## src/rtl/sobel_pkg.sv

```systemverilog
// Shared types and constants for the 3x3 Sobel edge magnitude core.
// No dependencies; used by every module under rtl/ except sobel_ram.
package sobel_pkg;

    localparam int MAX_LINE_WIDTH   = 1024;
    localparam int MAX_FRAME_HEIGHT = 4096;
    localparam int MIN_DIM          = 3;

    localparam int PIX_W   = 8;
    localparam int COL_W   = $clog2(MAX_LINE_WIDTH);
    localparam int ROW_W   = $clog2(MAX_FRAME_HEIGHT);
    localparam int LW_W    = 11;
    localparam int FH_W    = 13;
    localparam int CFG_W   = 13;
    localparam int CFG_IDX_W = 1;
    localparam int LINE_W  = 2 * PIX_W;   // {older, newer}

    localparam logic [CFG_IDX_W-1:0] CFG_LINE_WIDTH   = 1'b0;
    localparam logic [CFG_IDX_W-1:0] CFG_FRAME_HEIGHT = 1'b1;

    typedef logic [PIX_W-1:0] pix_t;

    // Per-pixel control carried down the pipeline.
    typedef struct packed {
        logic emit;   // center pixel is interior, produce a result
        logic last;   // last interior result of the frame
    } pix_ctl_t;

endpackage

```

## src/rtl/sobel_window.sv

```systemverilog
// 3x3 window, gradient stage and output register of the Sobel core.
// Depends on sobel_pkg.
module sobel_window (
    input  logic                  clk,
    input  logic                  rst_n,
    input  logic                  load,
    output logic                  load_ready,
    input  sobel_pkg::pix_t       top,
    input  sobel_pkg::pix_t       mid,
    input  sobel_pkg::pix_t       pix,
    input  sobel_pkg::pix_ctl_t   ctl_in,
    output logic                  m_axis_tvalid,
    input  logic                  m_axis_tready,
    output logic [7:0]            m_axis_tdata,   // [7:0] edge_value
    output logic                  m_axis_tlast    // frame_last
);

    sobel_pkg::pix_t     win_reg [3][3];
    logic                s2_valid_reg;
    sobel_pkg::pix_ctl_t s2_ctl_reg;
    logic                out_valid_reg;
    sobel_pkg::pix_t     out_data_reg;
    logic                out_last_reg;

    logic                out_free;
    logic                s2_move;
    logic [9:0]          gxp, gxn, gyp, gyn;
    logic [9:0]          dx, dy;
    logic [7:0]          ax, ay;
    logic [8:0]          sum;
    sobel_pkg::pix_t     mag;

    assign out_free   = !out_valid_reg || m_axis_tready;
    assign s2_move    = s2_valid_reg && (!s2_ctl_reg.emit || out_free);
    assign load_ready = !s2_valid_reg || s2_move;

    always_comb
    begin
        gxp = {2'b0, win_reg[0][2]} + {1'b0, win_reg[1][2], 1'b0} + {2'b0, win_reg[2][2]};
        gxn = {2'b0, win_reg[0][0]} + {1'b0, win_reg[1][0], 1'b0} + {2'b0, win_reg[2][0]};
        gyp = {2'b0, win_reg[0][0]} + {1'b0, win_reg[0][1], 1'b0} + {2'b0, win_reg[0][2]};
        gyn = {2'b0, win_reg[2][0]} + {1'b0, win_reg[2][1], 1'b0} + {2'b0, win_reg[2][2]};
        dx  = (gxp >= gxn) ? gxp - gxn : gxn - gxp;
        dy  = (gyp >= gyn) ? gyp - gyn : gyn - gyp;
        ax  = (dx > 10'd255) ? 8'hFF : dx[7:0];
        ay  = (dy > 10'd255) ? 8'hFF : dy[7:0];
        sum = {1'b0, ax} + {1'b0, ay};
        mag = sum[8] ? 8'hFF : sum[7:0];
    end

    // window shifts left; the new column enters at the right
    always_ff @(posedge clk or negedge rst_n)
    begin
        if (!rst_n)
        begin
            for (int r = 0; r < 3; r++)
            begin
                for (int c = 0; c < 3; c++)
                begin
                    win_reg[r][c] <= '0;
                end
            end
        end
        else if (load)
        begin
            for (int r = 0; r < 3; r++)
            begin
                win_reg[r][0] <= win_reg[r][1];
                win_reg[r][1] <= win_reg[r][2];
            end
            win_reg[0][2] <= top;
            win_reg[1][2] <= mid;
            win_reg[2][2] <= pix;
        end
    end

    always_ff @(posedge clk or negedge rst_n)
    begin
        if (!rst_n)
        begin
            s2_valid_reg  <= 1'b0;
            out_valid_reg <= 1'b0;
        end
        else
        begin
            if (load)
                s2_valid_reg <= 1'b1;
            else if (s2_move)
                s2_valid_reg <= 1'b0;

            if (s2_move && s2_ctl_reg.emit)
                out_valid_reg <= 1'b1;
            else if (m_axis_tready)
                out_valid_reg <= 1'b0;
        end
    end

    always_ff @(posedge clk)
    begin
        if (load)
            s2_ctl_reg <= ctl_in;
        if (s2_move && s2_ctl_reg.emit)
        begin
            out_data_reg <= mag;
            out_last_reg <= s2_ctl_reg.last;
        end
    end

    assign m_axis_tvalid = out_valid_reg;
    assign m_axis_tdata  = out_data_reg;
    assign m_axis_tlast  = out_last_reg;

endmodule

```

## config.mk

```make
export PLATFORM = sky130hd
export DESIGN_NAME = sobel_window
export DESIGN_NICKNAME = d
export VERILOG_FILES = /design/src/rtl/sobel_pkg.sv /design/src/rtl/sobel_window.sv
export SDC_FILE = /design/constraint.sdc
export NUM_CORES = 1
export LEC_CHECK = 0
export BUFFER_PORTS_ARGS = -buffer_cell sky130_fd_sc_hd__clkbuf_2
export CORE_AREA = 8 8 129 131
export CTS_BUF_LIST = sky130_fd_sc_hd__clkbuf_2
export DETAILED_ROUTE_END_ITERATION = 6
export DIE_AREA = 0 0 137 139
export GPL_ROUTABILITY_DRIVEN = 1
export GPL_TIMING_DRIVEN = 0
export PLACE_DENSITY = 0.67
export SYNTH_ARGS = -nofsm -noshare
export SYNTH_HDL_FRONTEND = slang
export SYNTH_SLANG_ARGS = --single-unit
export TNS_END_PERCENT = 20
```

## constraint.sdc

```tcl
create_clock -name clk -period 8.5 [get_ports clk]
set_input_delay 1.7 -clock clk [delete_from_list [all_inputs] [get_ports clk]]
set_output_delay 1.7 -clock clk [all_outputs]
set_load 0.005 [all_outputs]
```

==> flow_summary.ini <==
[run_status]
status = finished, final reports clean

[global_route]
grt_usage_pct = 16.6
overflow = 0
grt_pass1_vias = 5109
grt_max_degree = 66
grt_pass1_wl_um = 25300
grt_antenna_before_repair = 0

[worst_setup_path]
end_kind = register
setup.worst_path.start = win_reg[1]
arrival_ns = 7.64
cp_top_family = compound AO/OA/AOI/OAI gates
cp.required_ns = 8.82
crit_top_cell = a21oi_1
critical_path_buf_inv_count = 3
worst_path_max_delay_cell = fa_1
rr_startpoint = win_reg[1]
worst-setup-path-type = reg -> reg
cp_max_fo = 10
critPathMaxStageDelay_ns = 0.55
rrSetupSlack_ns = 1.18
cp-start-kind = register

[layout]
fin_area_um2 = 7680
largest_reg_flops = 72
multiInputGateArea_um2 = 4300
post_layout_nonfiller_instances = 993
area_growth_pct = 7.99
fin_nets = 950
diodes = 0
regArea_um2 = 2180
drive_gt1_share_pct = 12.5
fillers = 1410

[placement]
place_congestion = 0.843
dpl.hpwl_um = 12500
placed_cells = 978
dp_slack_ns = 1.21
placed_area_um2 = 7570
port_buffers = 40

[yosys]
synth_top_area_share_pct = 26.0
yosysWarnings = 0
synth_common_cells = inv_1, ha_1, dfrtp_1, nand2_1, o21ai_0
syn_area_um2 = 7110
ys_types = 49
synthTopCellsByArea = dfrtp_1, ha_1, fa_1, inv_1, mux2_2
synthArstFlopShare_pct = 87.1
synth.most_common_cell = inv_1
synth_seq_cells = 85
synth-seq-area-share_pct = 30.7
synth_top_area_cell = dfrtp_1
synth_flop_cell = dfrtp_1
synth_cells = 749
synth-edff-count = 11
syn_nets = 898
syn_area_per_cell_um2 = 9.49

[route]
totalWireLength_um = 15000
drc = 0
dr.pass1.iters = 4
viasPerCell = 5.16
routedWlPerCell_um = 15.1
dr.first_iter.drc_count = 265
via_count = 5122
final_antenna_net_count = 0

[die]
die_height_um = 139
io_pins = 41
design.core.area_um2 = 14800
die_x_um = 137
num_rows = 45
die-area_um2 = 19000
initial_utilization_pct = 48.2

[sta]
rsz0062_at_grt = no
post-route-worst-setup-slack_ns = 1.18
slew_headroom_pct = 46.3
clock.fmax_mhz = 137
tightest_slew_ns = 0.806
setup_tns_ns = 0
period_minus_slack_ns = 7.32
skew_ns = 0.0167
post-route-period-util_pct = 86.1
finalSetupViolations = 0
slew_viol_final = 0
hold_violations = 0

[worst_hold_path]
min-delay-start = s2_ctl_reg[0]
hp-class = reg -> reg

[cts]
clock-root-buffer = clkbuf_2
tritoncts = built
numCtsBuffers = 9
htree_levels = 3
cts_resized = 0
post_cts_buffers = 0
hold_buffers = 0
cts.sinks = 85
clk_latency_ns = 0.55
clockBufferDepth = 2
clkTransAtPathRegs_ns = 0.22

[flow_run]
drv_cap = 0
[metrics by stage]
stage	hold WS [ns]	utilization, %
final	0.454	52.0
after detailed placement	0.406	51.3
after floorplan	0.400	-
after global routing	0.479	52.0
after CTS	0.453	52.0
after global placement	0.411	51.1
[layer usage]
metal | global-route usage [%] | vias up | wire (um)
li1 | - | 2573 | -
met1 | 22.8 | 2430 | 7180
met5 | 0 | - | 0
met3 | 3.22 | 15 | 645
met4 | 4.46 | 0 | 228
met2 | 26.2 | 104 | 6980
[placed cells by master, fill, tap and decap left out, types with 2 or more instances in the layout]
cell / count
clkbuf_2: 49
nand2b_1: 8
mux2_1: 2
a22o_1: 2
or4_1: 2
buf_2: 4
nor2b_1: 5
dfrtp_1: 74
buf_1: 5
nor2_1: 9
a21oi_1: 51
inv_1: 144
edfxtp_1: 11
mux2_2: 32
o21bai_1: 13
xnor2_1: 30
clkbuf_1: 9
fa_1: 37
a21o_1: 25
xnor2_2: 2
a211oi_1: 2
o21a_1: 3
and3_1: 2
mux2i_1: 14
ha_1: 82
clkinv_2: 2
o211ai_1: 2
o21ai_0: 56
nor3_1: 4
nand3_1: 28
xor2_1: 13
nand2_1: 59
[cell type report]
cell class                 instances  share of cell area (%)
multi-input combinational        501                    56.0
sequential                        85                    28.4
inverter                         144                    7.04
tap                              188                    3.06
timing repair buffer              41                    3.00
buffer                            19                    1.09
clock inverter                     5                   0.684
clock buffer                      10                   0.652
[kinds of logic (layout without fill, tap and decap cells)]
group	count (synthesis)	after routing	synth area share, %
AO/OA/AOI/OAI	166	166	14.5
XOR/XNOR	46	46	5.98
adder cells (fa/ha/maj)	119	119	24.9
buffers and inverters	163	219	8.78
flip-flops	85	85	30.7
multiplexers	48	48	7.36
AND/OR/NAND/NOR	122	122	7.83
[worst paths after layout]
path                              endpoint  depth (start not counted)
setup reg to reg           m_axis_tdata[4]                         28
min in group asynchronous      win_reg[51]                          1
setup / recovery           m_axis_tdata[4]                         28
hold / removal                m_axis_tlast                          0
max in group asynchronous      win_reg[69]                          2
hold reg to reg               m_axis_tlast                          0
Power is not shown: default switching activity piles up to over one toggle a cycle in this logic, so the estimate is an artifact.
