**config.mk**
```make
export PLATFORM = sky130hd
export DESIGN_NAME = sobel_raster_ctr
export DESIGN_NICKNAME = d
export VERILOG_FILES = /design/src/rtl/sobel_pkg.sv /design/src/rtl/sobel_raster_ctr.sv
export SDC_FILE = /design/constraint.sdc
export NUM_CORES = 1
export LEC_CHECK = 0
export BUFFER_PORTS_ARGS = -buffer_cell sky130_fd_sc_hd__buf_4
export CORE_ASPECT_RATIO = 0.6
export CORE_MARGIN = 2
export CORE_UTILIZATION = 46
export DETAILED_ROUTE_END_ITERATION = 10
export PLACE_DENSITY = 0.75
export SYNTH_ARGS = -nofsm -noshare
export SYNTH_HDL_FRONTEND = slang
export SYNTH_SLANG_ARGS = --single-unit
```
**constraint.sdc**
```tcl
create_clock -name clk -period 8.6 [get_ports clk]
set_input_delay 0.43 -clock clk [delete_from_list [all_inputs] [get_ports clk]]
set_output_delay 0.43 -clock clk [all_outputs]
set_load 0.01 [all_outputs]
```
**src/rtl/sobel_pkg.sv**
```systemverilog
// Shared types and constants for the 3x3 Sobel edge magnitude core.
// No dependencies; used by every module under rtl/ except sobel_ram.
package sobel_pkg;

    localparam int MAX_LINE_WIDTH   = 1024;
    localparam int MAX_FRAME_HEIGHT = 4096;
    localparam int MIN_DIM          = 3;

    localparam int PIX_W   = 8;
    localparam int COL_W   = $clog2(MAX_LINE_WIDTH);
    localparam int ROW_W   = $clog2(MAX_FRAME_HEIGHT);
    localparam int LW_W    = 11;
    localparam int FH_W    = 13;
    localparam int CFG_W   = 13;
    localparam int CFG_IDX_W = 1;
    localparam int LINE_W  = 2 * PIX_W;   // {older, newer}

    localparam logic [CFG_IDX_W-1:0] CFG_LINE_WIDTH   = 1'b0;
    localparam logic [CFG_IDX_W-1:0] CFG_FRAME_HEIGHT = 1'b1;

    typedef logic [PIX_W-1:0] pix_t;

    // Per-pixel control carried down the pipeline.
    typedef struct packed {
        logic emit;   // center pixel is interior, produce a result
        logic last;   // last interior result of the frame
    } pix_ctl_t;

endpackage

```
**src/rtl/sobel_raster_ctr.sv**
```systemverilog
// Raster column/row tracking for the Sobel core: clamps the configured
// geometry and tags each accepted pixel. Depends on sobel_pkg.
module sobel_raster_ctr (
    input  logic                            clk,
    input  logic                            rst_n,
    input  logic                            accept,
    input  logic                            frame_start,
    input  logic [sobel_pkg::LW_W-1:0]      line_width,
    input  logic [sobel_pkg::FH_W-1:0]      frame_height,
    output logic [sobel_pkg::COL_W-1:0]     col,
    output sobel_pkg::pix_ctl_t             ctl
);

    logic [sobel_pkg::COL_W-1:0] col_reg, col_next;
    logic [sobel_pkg::ROW_W-1:0] row_reg, row_next;
    logic [sobel_pkg::LW_W-1:0]  w_clamp;
    logic [sobel_pkg::FH_W-1:0]  h_clamp;
    logic [sobel_pkg::LW_W-1:0]  w_last_wide;
    logic [sobel_pkg::FH_W-1:0]  h_last_wide;
    logic [sobel_pkg::COL_W-1:0] w_last;
    logic [sobel_pkg::ROW_W-1:0] h_last;
    logic [sobel_pkg::COL_W-1:0] col_cur, col_eff;
    logic [sobel_pkg::ROW_W-1:0] row_cur, row_eff;

    always_comb
    begin
        if (line_width < sobel_pkg::LW_W'(sobel_pkg::MIN_DIM))
            w_clamp = sobel_pkg::LW_W'(sobel_pkg::MIN_DIM);
        else if (line_width > sobel_pkg::LW_W'(sobel_pkg::MAX_LINE_WIDTH))
            w_clamp = sobel_pkg::LW_W'(sobel_pkg::MAX_LINE_WIDTH);
        else
            w_clamp = line_width;

        if (frame_height < sobel_pkg::FH_W'(sobel_pkg::MIN_DIM))
            h_clamp = sobel_pkg::FH_W'(sobel_pkg::MIN_DIM);
        else if (frame_height > sobel_pkg::FH_W'(sobel_pkg::MAX_FRAME_HEIGHT))
            h_clamp = sobel_pkg::FH_W'(sobel_pkg::MAX_FRAME_HEIGHT);
        else
            h_clamp = frame_height;

        w_last_wide = w_clamp - sobel_pkg::LW_W'(1);
        h_last_wide = h_clamp - sobel_pkg::FH_W'(1);
        w_last      = w_last_wide[sobel_pkg::COL_W-1:0];
        h_last      = h_last_wide[sobel_pkg::ROW_W-1:0];

        col_cur = frame_start ? '0 : col_reg;
        row_cur = frame_start ? '0 : row_reg;
        // a counter left beyond a shrunk geometry acts as the last column/row
        col_eff = (col_cur > w_last) ? w_last : col_cur;
        row_eff = (row_cur > h_last) ? h_last : row_cur;

        ctl.emit = (row_eff >= sobel_pkg::ROW_W'(2)) && (col_eff >= sobel_pkg::COL_W'(2));
        ctl.last = (row_eff == h_last) && (col_eff == w_last);
        col      = col_eff;

        if (col_eff == w_last)
        begin
            col_next = '0;
            row_next = (row_eff == h_last) ? '0 : row_eff + sobel_pkg::ROW_W'(1);
        end
        else
        begin
            col_next = col_eff + sobel_pkg::COL_W'(1);
            row_next = row_eff;
        end
    end

    always_ff @(posedge clk or negedge rst_n)
    begin
        if (!rst_n)
        begin
            col_reg <= '0;
            row_reg <= '0;
        end
        else if (accept)
        begin
            col_reg <= col_next;
            row_reg <= row_next;
        end
    end

endmodule

```
==> metrics.yaml, run 1 <==
setup_path:
  path_buf_inv: 5
  worst-path-stages: 24
  worstPathCellList: "buf_4, nor4_4, a31oi_1, nor2_1, inv_1, ha_1, a21boi_0, a311o_1, o21ai_0, inv_1, ha_1, and2_1, a211oi_1, nor2_1, a21oi_1, o31a_1, nor2_2, o21ai_1, inv_1, ha_1, or4b_2, nor4_1, a211oi_1, buf_4"
  crit_required_ns: 8.17
  reg2reg_depth: 14
  critPathTopFamily: "compound AO/OA/AOI/OAI gates"
  crit_path_end_kind: "output pin"
  cpMaxStageDelayCell: "or4b_2"
  cp-start-kind: "input pin"
  arrival_ns: 6.38
  slowest_delay_ns: 0.66
  criticalPathCategory: "input pin to output pin"
  crit_path_max_fanout: 11
timing:
  setup_violations: 0
  finalCritPeriodShare_pct: 79.2
  fin_tns_setup_ns: 0
  hold_viol_final: 0
  fin_crit_ns: 6.81
  fmax_mhz: 147
  layout_setup_ws_ns: 1.79
  worstMarginPinSlew_ns: 0.938
  finalClockSkew_ns: 0.00474
  slew_headroom_pct: 37.5
  rsz0062_at_grt: "no"
  finalMaxSlewViolations: 0
outcome:
  status: "completed"
cells_and_area:
  final_cell_area_um2: 4220
  n_antenna_cell: 0
  finalNetCount: 573
  drive_above_1_share_pct: 15.1
  largest_reg_flops: 12
  final_util_pct: 52.9
  area.growth.synth_to_final_pct: 10.3
cts:
  clk_latency_ns: 0.26
  clk_pin_slew_ns: 0.06
  cts_tree: "done"
  cts_setup_buffers: 0
  cts_root_buf: "clkbuf_16"
  cts_resized: 0
  cts_num_sinks: 22
  clock_tree.buffer_depth: 2
  cts_buffers: 3
  hold_buffers: 0
  cts.htree.levels: 1
detailed_routing:
  ant_nets: 0
  drt_iter0_drc: 447
  vias: 4227
  drc_errors: 0
  vias_per_cell: 6.76
  wl_per_cell_um: 19.9
  drtPass1Iterations: 5
  drt_wl_total_um: 12500
synthesis:
  syn-num-nets: 556
  yosys_warnings: 0
  syn_area_um2: 3820
  synth_edf_count: 0
  yosysSeqAreaShare_pct: 14.4
  ys_ff_latch: 22
  synthCells: 501
  synth-main-ff-cell: "dfrtp_1"
  synth_area_per_cell_um2: 7.63
  ys_types: 84
  async_reset_ff_share_pct: 100
global_route:
  grt_overflow_total: 0
  grt_max_degree: 29
  grt_usage_pct: 27.3
  first_global_vias: 3606
  grt_antenna_before_repair: 0
  grt_pass1_wl_um: 19400
power_and_ir_drop:
  power.density_nw_per_um2: 91.1
  power_leakage_nw: 1.77
  irDropWorstVdd_uv: 81.4
placement:
  detailed_place_hpwl_um: 9820
  portBuffers: 39
  placed_area_um2: 4110
  gp_congestion: 1.09
  pre_cts_ws_ns: 1.96
die:
  initial_core_util_pct: 47.9
  die_w_um: 122
  core_area_um2: 7980
  placementRows: 25
  die_h_um: 74.6
  dieArea_um2: 9080
  io_pins: 40
flow_run:
  cap_violations: 0
min_path:
  hp-class: "input pin to asynchronous set/reset pin"
path summary, 6_finish.rpt:
kind                                   startpoint                 endpoint  slack (ns)
min in group clk           col_reg[4]$_DFFE_PN0P_   col_reg[4]$_DFFE_PN0P_        0.49
hold / removal                              rst_n  row_reg[11]$_DFFE_PN0P_        0.05
hold reg to reg            col_reg[4]$_DFFE_PN0P_   col_reg[4]$_DFFE_PN0P_        0.49
setup / recovery                  frame_height[6]                   ctl[1]        1.79
max in group asynchronous                   rst_n   col_reg[4]$_DFFE_PN0P_        8.31
setup reg to reg           row_reg[7]$_DFFE_PN0P_  row_reg[10]$_DFFE_PN0P_        4.28
logic make-up after synthesis:
group	Yosys count	share of synthesized area (%)
simple gates	208	32.9
mux	8	2.16
fa+ha+maj	27	8.84
buf+inv	63	7.27
flops	22	14.4
xor+xnor	27	7.04
compound gates	146	27.4
power by group:
| part | switching (mW) | internal, mW |
|---|---|---|
| clock | 0.0417 | 0.0926 |
| combinational | 0.0871 | 0.0517 |
| sequential | 0.00389 | 0.107 |
layer usage:
metal | vias up | GRT usage (%) | wire [µm]
met5 | - | 0 | 0
met4 | 0 | 1.66 | 29
met3 | 6 | 7.05 | 1700
met2 | 289 | 34.6 | 4540
met1 | 1994 | 45.9 | 6180
li1 | 1938 | - | -
cell usage after synthesis, drive strengths merged (15+ instances only):
library cell,count,share of area (%)
nor2b,19,3.1
nor3,19,2.9
o21ai,32,4.4
dfrtp,22,14
a21oi,33,4.5
nand4,15,2.5
nor4,19,4.9
nand3,21,2.7
ha,27,8.8
nor2,30,3.0
nand2,30,3.0
inv,33,3.2
xnor2,19,4.8
placed cells by master (no fill, tap or decap), drive strengths merged, types with 7 or more instances in the layout:
cell,Yosys,routed
a21oi,33,33
a31oi,11,11
and3,7,7
buf,14,40
dfrtp,22,22
ha,27,27
inv,33,33
nand2,30,30
nand2b,11,11
nand3,21,21
nand4,15,15
nor2,30,30
nor2b,19,19
nor3,19,19
nor4,19,19
nor4b,7,7
o21ai,32,32
or3,8,8
xnor2,19,19
xor2,7,7
per-stage QoR:
step	power (mW)	instances	hold WS, ns
3_5_place_dp	0.246	621	0.339
3_3_place_gp	0.245	621	0.336
4_1_cts	0.381	625	0.0649
5_1_grt	0.402	625	0.0672
6_report	0.384	625	0.0526
2_1_floorplan	0.201	501	0.134
cell type report:
type / count / area, µm²
well taps: 108 / 135
clock inverters: 1 / 30.0
multi-input cells: 416 / 2990
clock buffers: 3 / 75.1
fillers: 764 / 3760
repair buffers: 40 / 300
flip-flops and latches: 22 / 551
inverters: 35 / 131
Power figures use the tool's default switching activity.
==> run 2: changes to the inputs <==
==> constraint.sdc (replaced) <==
create_clock -name clk -period 6.65 [get_ports clk]
set_input_delay 0.3325 -clock clk [delete_from_list [all_inputs] [get_ports clk]]
set_output_delay 0.3325 -clock clk [all_outputs]
set_load 0.01 [all_outputs]
==> metrics.yaml, run 2 (same netlist as run 1, synthesis figures left out) <==
global_route:
  grt_max_degree: 29
  grt_pass1_wl_um: 20700
  first_global_vias: 3919
  grt_antenna_before_repair: 0
  grt_usage_pct: 28.7
  grt_overflow_total: 0
detailed_routing:
  drt_wl_total_um: 12900
  drt_iter0_drc: 629
  drc_errors: 0
  vias: 4327
  wl_per_cell_um: 20.3
  ant_nets: 0
  drtPass1Iterations: 5
  vias_per_cell: 6.84
cts:
  clk_latency_ns: 0.26
  cts_buffers: 3
  cts.htree.levels: 1
  cts_tree: "done"
  clock_tree.buffer_depth: 2
  cts_root_buf: "clkbuf_16"
  clk_pin_slew_ns: 0.06
  cts_num_sinks: 22
cells_and_area:
  finalNetCount: 581
  final_common_cell: "buf_4"
  fillers: 753
  n_antenna_cell: 0
  drive_above_1_share_pct: 16.4
  largest_reg_flops: 12
  final_cell_area_um2: 4280
  final_util_pct: 53.7
  final_cell_mix: "buf_4 (47), inv_1 (33), a21oi_1 (31)"
  area.growth.synth_to_final_pct: 12.0
  finalNonFillerCells: 633
min_path:
  hold_start: "accept"
  hp-class: "input pin to flip-flop"
setup_path:
  cp-start-kind: "input pin"
  arrival_ns: 6.16
  critical_path.reg2reg.startpoint: "row_reg[6]$_DFFE_PN0P_"
  cpMaxStageDelayCell: "or4b_2"
  crit_path_max_fanout: 11
  criticalPathCategory: "input pin to output pin"
  crit_start: "frame_height[5]"
  slowest_delay_ns: 0.67
  worstPathCellList: "buf_4, nor4_4, a31oi_1, nor2_1, inv_1, ha_1, a21boi_0, a311o_1, o21ai_0, inv_1, ha_1, and2_1, a211oi_1, nor2_1, a21oi_1, o31ai_2, nand2_2, buf_4, o21ai_0, ha_1, or4b_2, nor4_1, a211oi_1, buf_4"
  crit_path_end_kind: "output pin"
  crit_required_ns: 6.32
timing:
  worstMarginPinSlew_ns: 1.01
  hold_viol_final: 0
  fin_crit_ns: 6.49
  setup_violations: 0
  whs_ns: 0.448
  finalMaxSlewViolations: 0
  finalClockSkew_ns: 0.00451
  slew_headroom_pct: 32.9
  fmax_mhz: 154
  finalCritPeriodShare_pct: 97.6
die:
  die_h_um: 74.6
  dieArea_um2: 9080
  io_pins: 40
  placementRows: 25
  initial_core_util_pct: 47.9
  die_w_um: 122
  core_area_um2: 7980
placement:
  portBuffers: 39
  detailed_place_hpwl_um: 9880
  dp.cells: 622
  gp_congestion: 1.01
  placed_area_um2: 4120
power_and_ir_drop:
  power_mw: 0.502
  power.density_nw_per_um2: 117
  power_leakage_nw: 1.81
  irDropWorstVdd_uv: 118
outcome:
  status: "completed"
flow_run:
  cap_violations: 0
## run 2: per-stage QoR
step,TNS [ns],setup slack [ns]
finish,0,0.161
global route,-0.0740,-0.0740
CTS,0,0.183
detailed placement,0,0.210
global placement,0,0.468
floorplan,0,1.07
## run 2: what timing repair did
item | in CTS | in global routing
resized for setup | 0 | 1
endpoints found under the setup margin | 0 | 1
hold buffers | 1 | 0
hold endpoints to repair | 22 | 0
buffers inserted | 0 | 6
## run 2: final timing paths
check                                           to  slack (ns)  cells past startpoint
hold / removal              row_reg[0]$_DFFE_PN0P_        0.45                      2
hold reg to reg             row_reg[4]$_DFFE_PN0P_        0.49                      1
setup / recovery                            ctl[1]        0.16                     24
setup reg to reg            row_reg[6]$_DFFE_PN0P_        2.26                     14
min in group asynchronous  row_reg[10]$_DFFE_PN0P_        0.51                      2
max in group asynchronous   col_reg[1]$_DFFE_PN0P_        5.91                      2
## run 2: per-layer routing
| layer | share of wire, % | vias up | wire length (µm) | global-route usage [%] |
|---|---|---|---|---|
| li1 | - | 1954 | - | - |
| met1 | 46 | 2039 | 5920 | 43.8 |
| met2 | 38 | 308 | 4920 | 38.5 |
| met3 | 15 | 26 | 1900 | 10.7 |
| met4 | 0.86 | 0 | 111 | 4.21 |
| met5 | 0 | - | 0 | 0 |
## run 2: critical path, delay by kind of cell
kind,cells,cell delay (ns)
compound gates,9,2.12
simple gates,7,1.85
fa+ha+maj,3,0.99
buf+inv,5,0.86
## run 2: final cells by class
cell class | count | area (µm²) | area share, %
repair buffers | 48 | 363 | 8.47
clock buffers | 3 | 75.1 | 1.75
inverters | 35 | 131 | 3.07
well taps | 108 | 135 | 3.16
multi-input cells | 416 | 3000 | 70.0
flip-flops and latches | 22 | 551 | 12.9
clock inverters | 1 | 30.0 | 0.701
## run 2: report_power, final
group	leakage, nW	internal (mW)	total [mW]	switching [mW]
Sequential	0.297	0.139	0.143	0.00441
Combinational	1.46	0.0689	0.186	0.118
Clock	0.0511	0.120	0.172	0.0527
Total	1.81	0.327	0.502	0.175
==> run 3: changes to the inputs <==
--- a/config.mk
+++ b/config.mk
@@ -11,6 +11,8 @@
 export CORE_UTILIZATION = 46
 export DETAILED_ROUTE_END_ITERATION = 10
 export PLACE_DENSITY = 0.75
+export RECOVER_POWER = 50
+export SKIP_CTS_REPAIR_TIMING = 1
 export SYNTH_ARGS = -nofsm -noshare
 export SYNTH_HDL_FRONTEND = slang
 export SYNTH_SLANG_ARGS = --single-unit
==> metrics.yaml, run 3 (same netlist as run 1, synthesis figures left out) <==
global_route:
  grt_overflow_total: 0
  grt_max_degree: 29
  grt_usage_pct: 28.7
  grt_pass1_wl_um: 20700
  first_global_vias: 3919
  grt_antenna_before_repair: 0
cells_and_area:
  fillers: 755
  area.growth.synth_to_final_pct: 11.7
  largest_reg_flops: 12
  final_cell_mix: "buf_4 (45), inv_1 (33), a21oi_1 (31)"
  drive_above_1_share_pct: 15.8
  final_util_pct: 53.5
  finalNetCount: 581
  finalNonFillerCells: 633
  multiInputGateArea_um2: 2990
  final_cell_area_um2: 4270
  area.sequential_um2: 551
  n_antenna_cell: 0
  final_common_cell: "buf_4"
power_and_ir_drop:
  irDropWorstVdd_uv: 119
  power_mw: 0.502
  power.density_nw_per_um2: 118
  power_leakage_nw: 1.80
detailed_routing:
  wl_per_cell_um: 20.5
  vias: 4342
  drt_iter0_drc: 651
  ant_nets: 0
  drc_errors: 0
  drt_wl_total_um: 12900
  vias_per_cell: 6.86
  drtPass1Iterations: 6
timing:
  fin_crit_ns: 6.51
  worstMarginPinSlew_ns: 1.81
  finalClockSkew_ns: 0.00219
  finalMaxSlewViolations: 20
  hold_viol_final: 0
  setup_violations: 0
  fin_tns_setup_ns: 0
  finalCritPeriodShare_pct: 97.9
  fmax_mhz: 154
  slew_headroom_pct: -22.6
placement:
  dp.cells: 622
  gp_congestion: 1.01
  portBuffers: 39
  placed_area_um2: 4120
  detailed_place_hpwl_um: 9880
cts:
  clk_pin_slew_ns: 0.06
  clock_tree.buffer_depth: 2
  clk_latency_ns: 0.26
  cts.htree.levels: 1
  cts_buffers: 3
  cts_tree: "done"
  cts_num_sinks: 22
  cts_root_buf: "clkbuf_16"
setup_path:
  arrival_ns: 6.18
  crit_path_max_fanout: 11
  crit_required_ns: 6.32
  crit_path_end_kind: "output pin"
  cp-start-kind: "input pin"
  criticalPathCategory: "input pin to output pin"
die:
  io_pins: 40
  placementRows: 25
  initial_core_util_pct: 47.9
  die_h_um: 74.6
  dieArea_um2: 9080
  core_area_um2: 7980
  die_w_um: 122
min_path:
  hp-class: "input pin to flip-flop"
outcome:
  status: "complete, but fails checks"
  violations: "max-capacitance violations, max-slew violations"
flow_run:
  cap_violations: 1
run 3: cell count changes in the layout (fill, tap and decap cells not counted), sizes merged:
cell and change:
buf -2, clkbuf +2
run 3: area by class of cell:
type,instances,area share (%)
multi-input cells,416,70.1
clock buffers,3,1.76
flip-flops and latches,22,12.9
clock inverters,1,0.704
inverters,35,3.08
repair buffers,48,8.33
well taps,108,3.17
run 3: final timing paths:
path	from	to	slack [ns]	cells past startpoint
worst max-delay path	frame_height[5]	ctl[1]	0.14	24
worst min-delay path	accept	row_reg[10]$_DFFE_PN0P_	0.45	2
worst max register to register	col_reg[3]$_DFFE_PN0P_	row_reg[6]$_DFFE_PN0P_	2.19	10
worst min register to register	row_reg[4]$_DFFE_PN0P_	row_reg[4]$_DFFE_PN0P_	0.49	1
max in group asynchronous	rst_n	col_reg[1]$_DFFE_PN0P_	5.01	2
min in group asynchronous	rst_n	row_reg[11]$_DFFE_PN0P_	0.88	2
run 3: per-stage QoR:
step | setup slack [ns] | hold slack [ns]
6_report | 0.138 | 0.452
5_1_grt | -0.0740 | 0.461
4_1_cts | 0.183 | -0.0254
3_5_place_dp | 0.210 | 0.241
3_3_place_gp | 0.468 | 0.238
2_1_floorplan | 1.07 | 0.0369
run 3: critical path: stages:
cell      delay (ns)
buf_4           0.15
nor4_4          0.37
a31oi_1         0.15
nor2_1          0.26
inv_1           0.14
ha_1            0.35
a21boi_0        0.23
a311o_1         0.40
o21ai_0         0.17
inv_1           0.21
ha_1            0.36
and2_1          0.16
a211oi_1        0.34
nor2_1          0.09
a21oi_1         0.29
o31ai_2         0.23
nand2_2         0.09
buf_4           0.19
o21ai_0         0.21
ha_1            0.30
or4b_2          0.66
nor4_1          0.19
a211oi_1        0.11
buf_4           0.17
run 3: report_power, final:
| group | switching [mW] | internal [mW] | leakage, nW |
|---|---|---|---|
| Combinational | 0.118 | 0.0685 | 1.45 |
| Sequential | 0.00454 | 0.139 | 0.297 |
| Clock | 0.0526 | 0.120 | 0.0511 |
| Total | 0.175 | 0.327 | 1.80 |
run 3: layer usage:
metal  track usage, %  routed length (µm)  vias up
li1                 -                   -     1944
met1             43.8                5750     2045
met2             38.5                5020      329
met3             10.7                2060       24
met4             4.21                 119        0
met5                0                   0        -
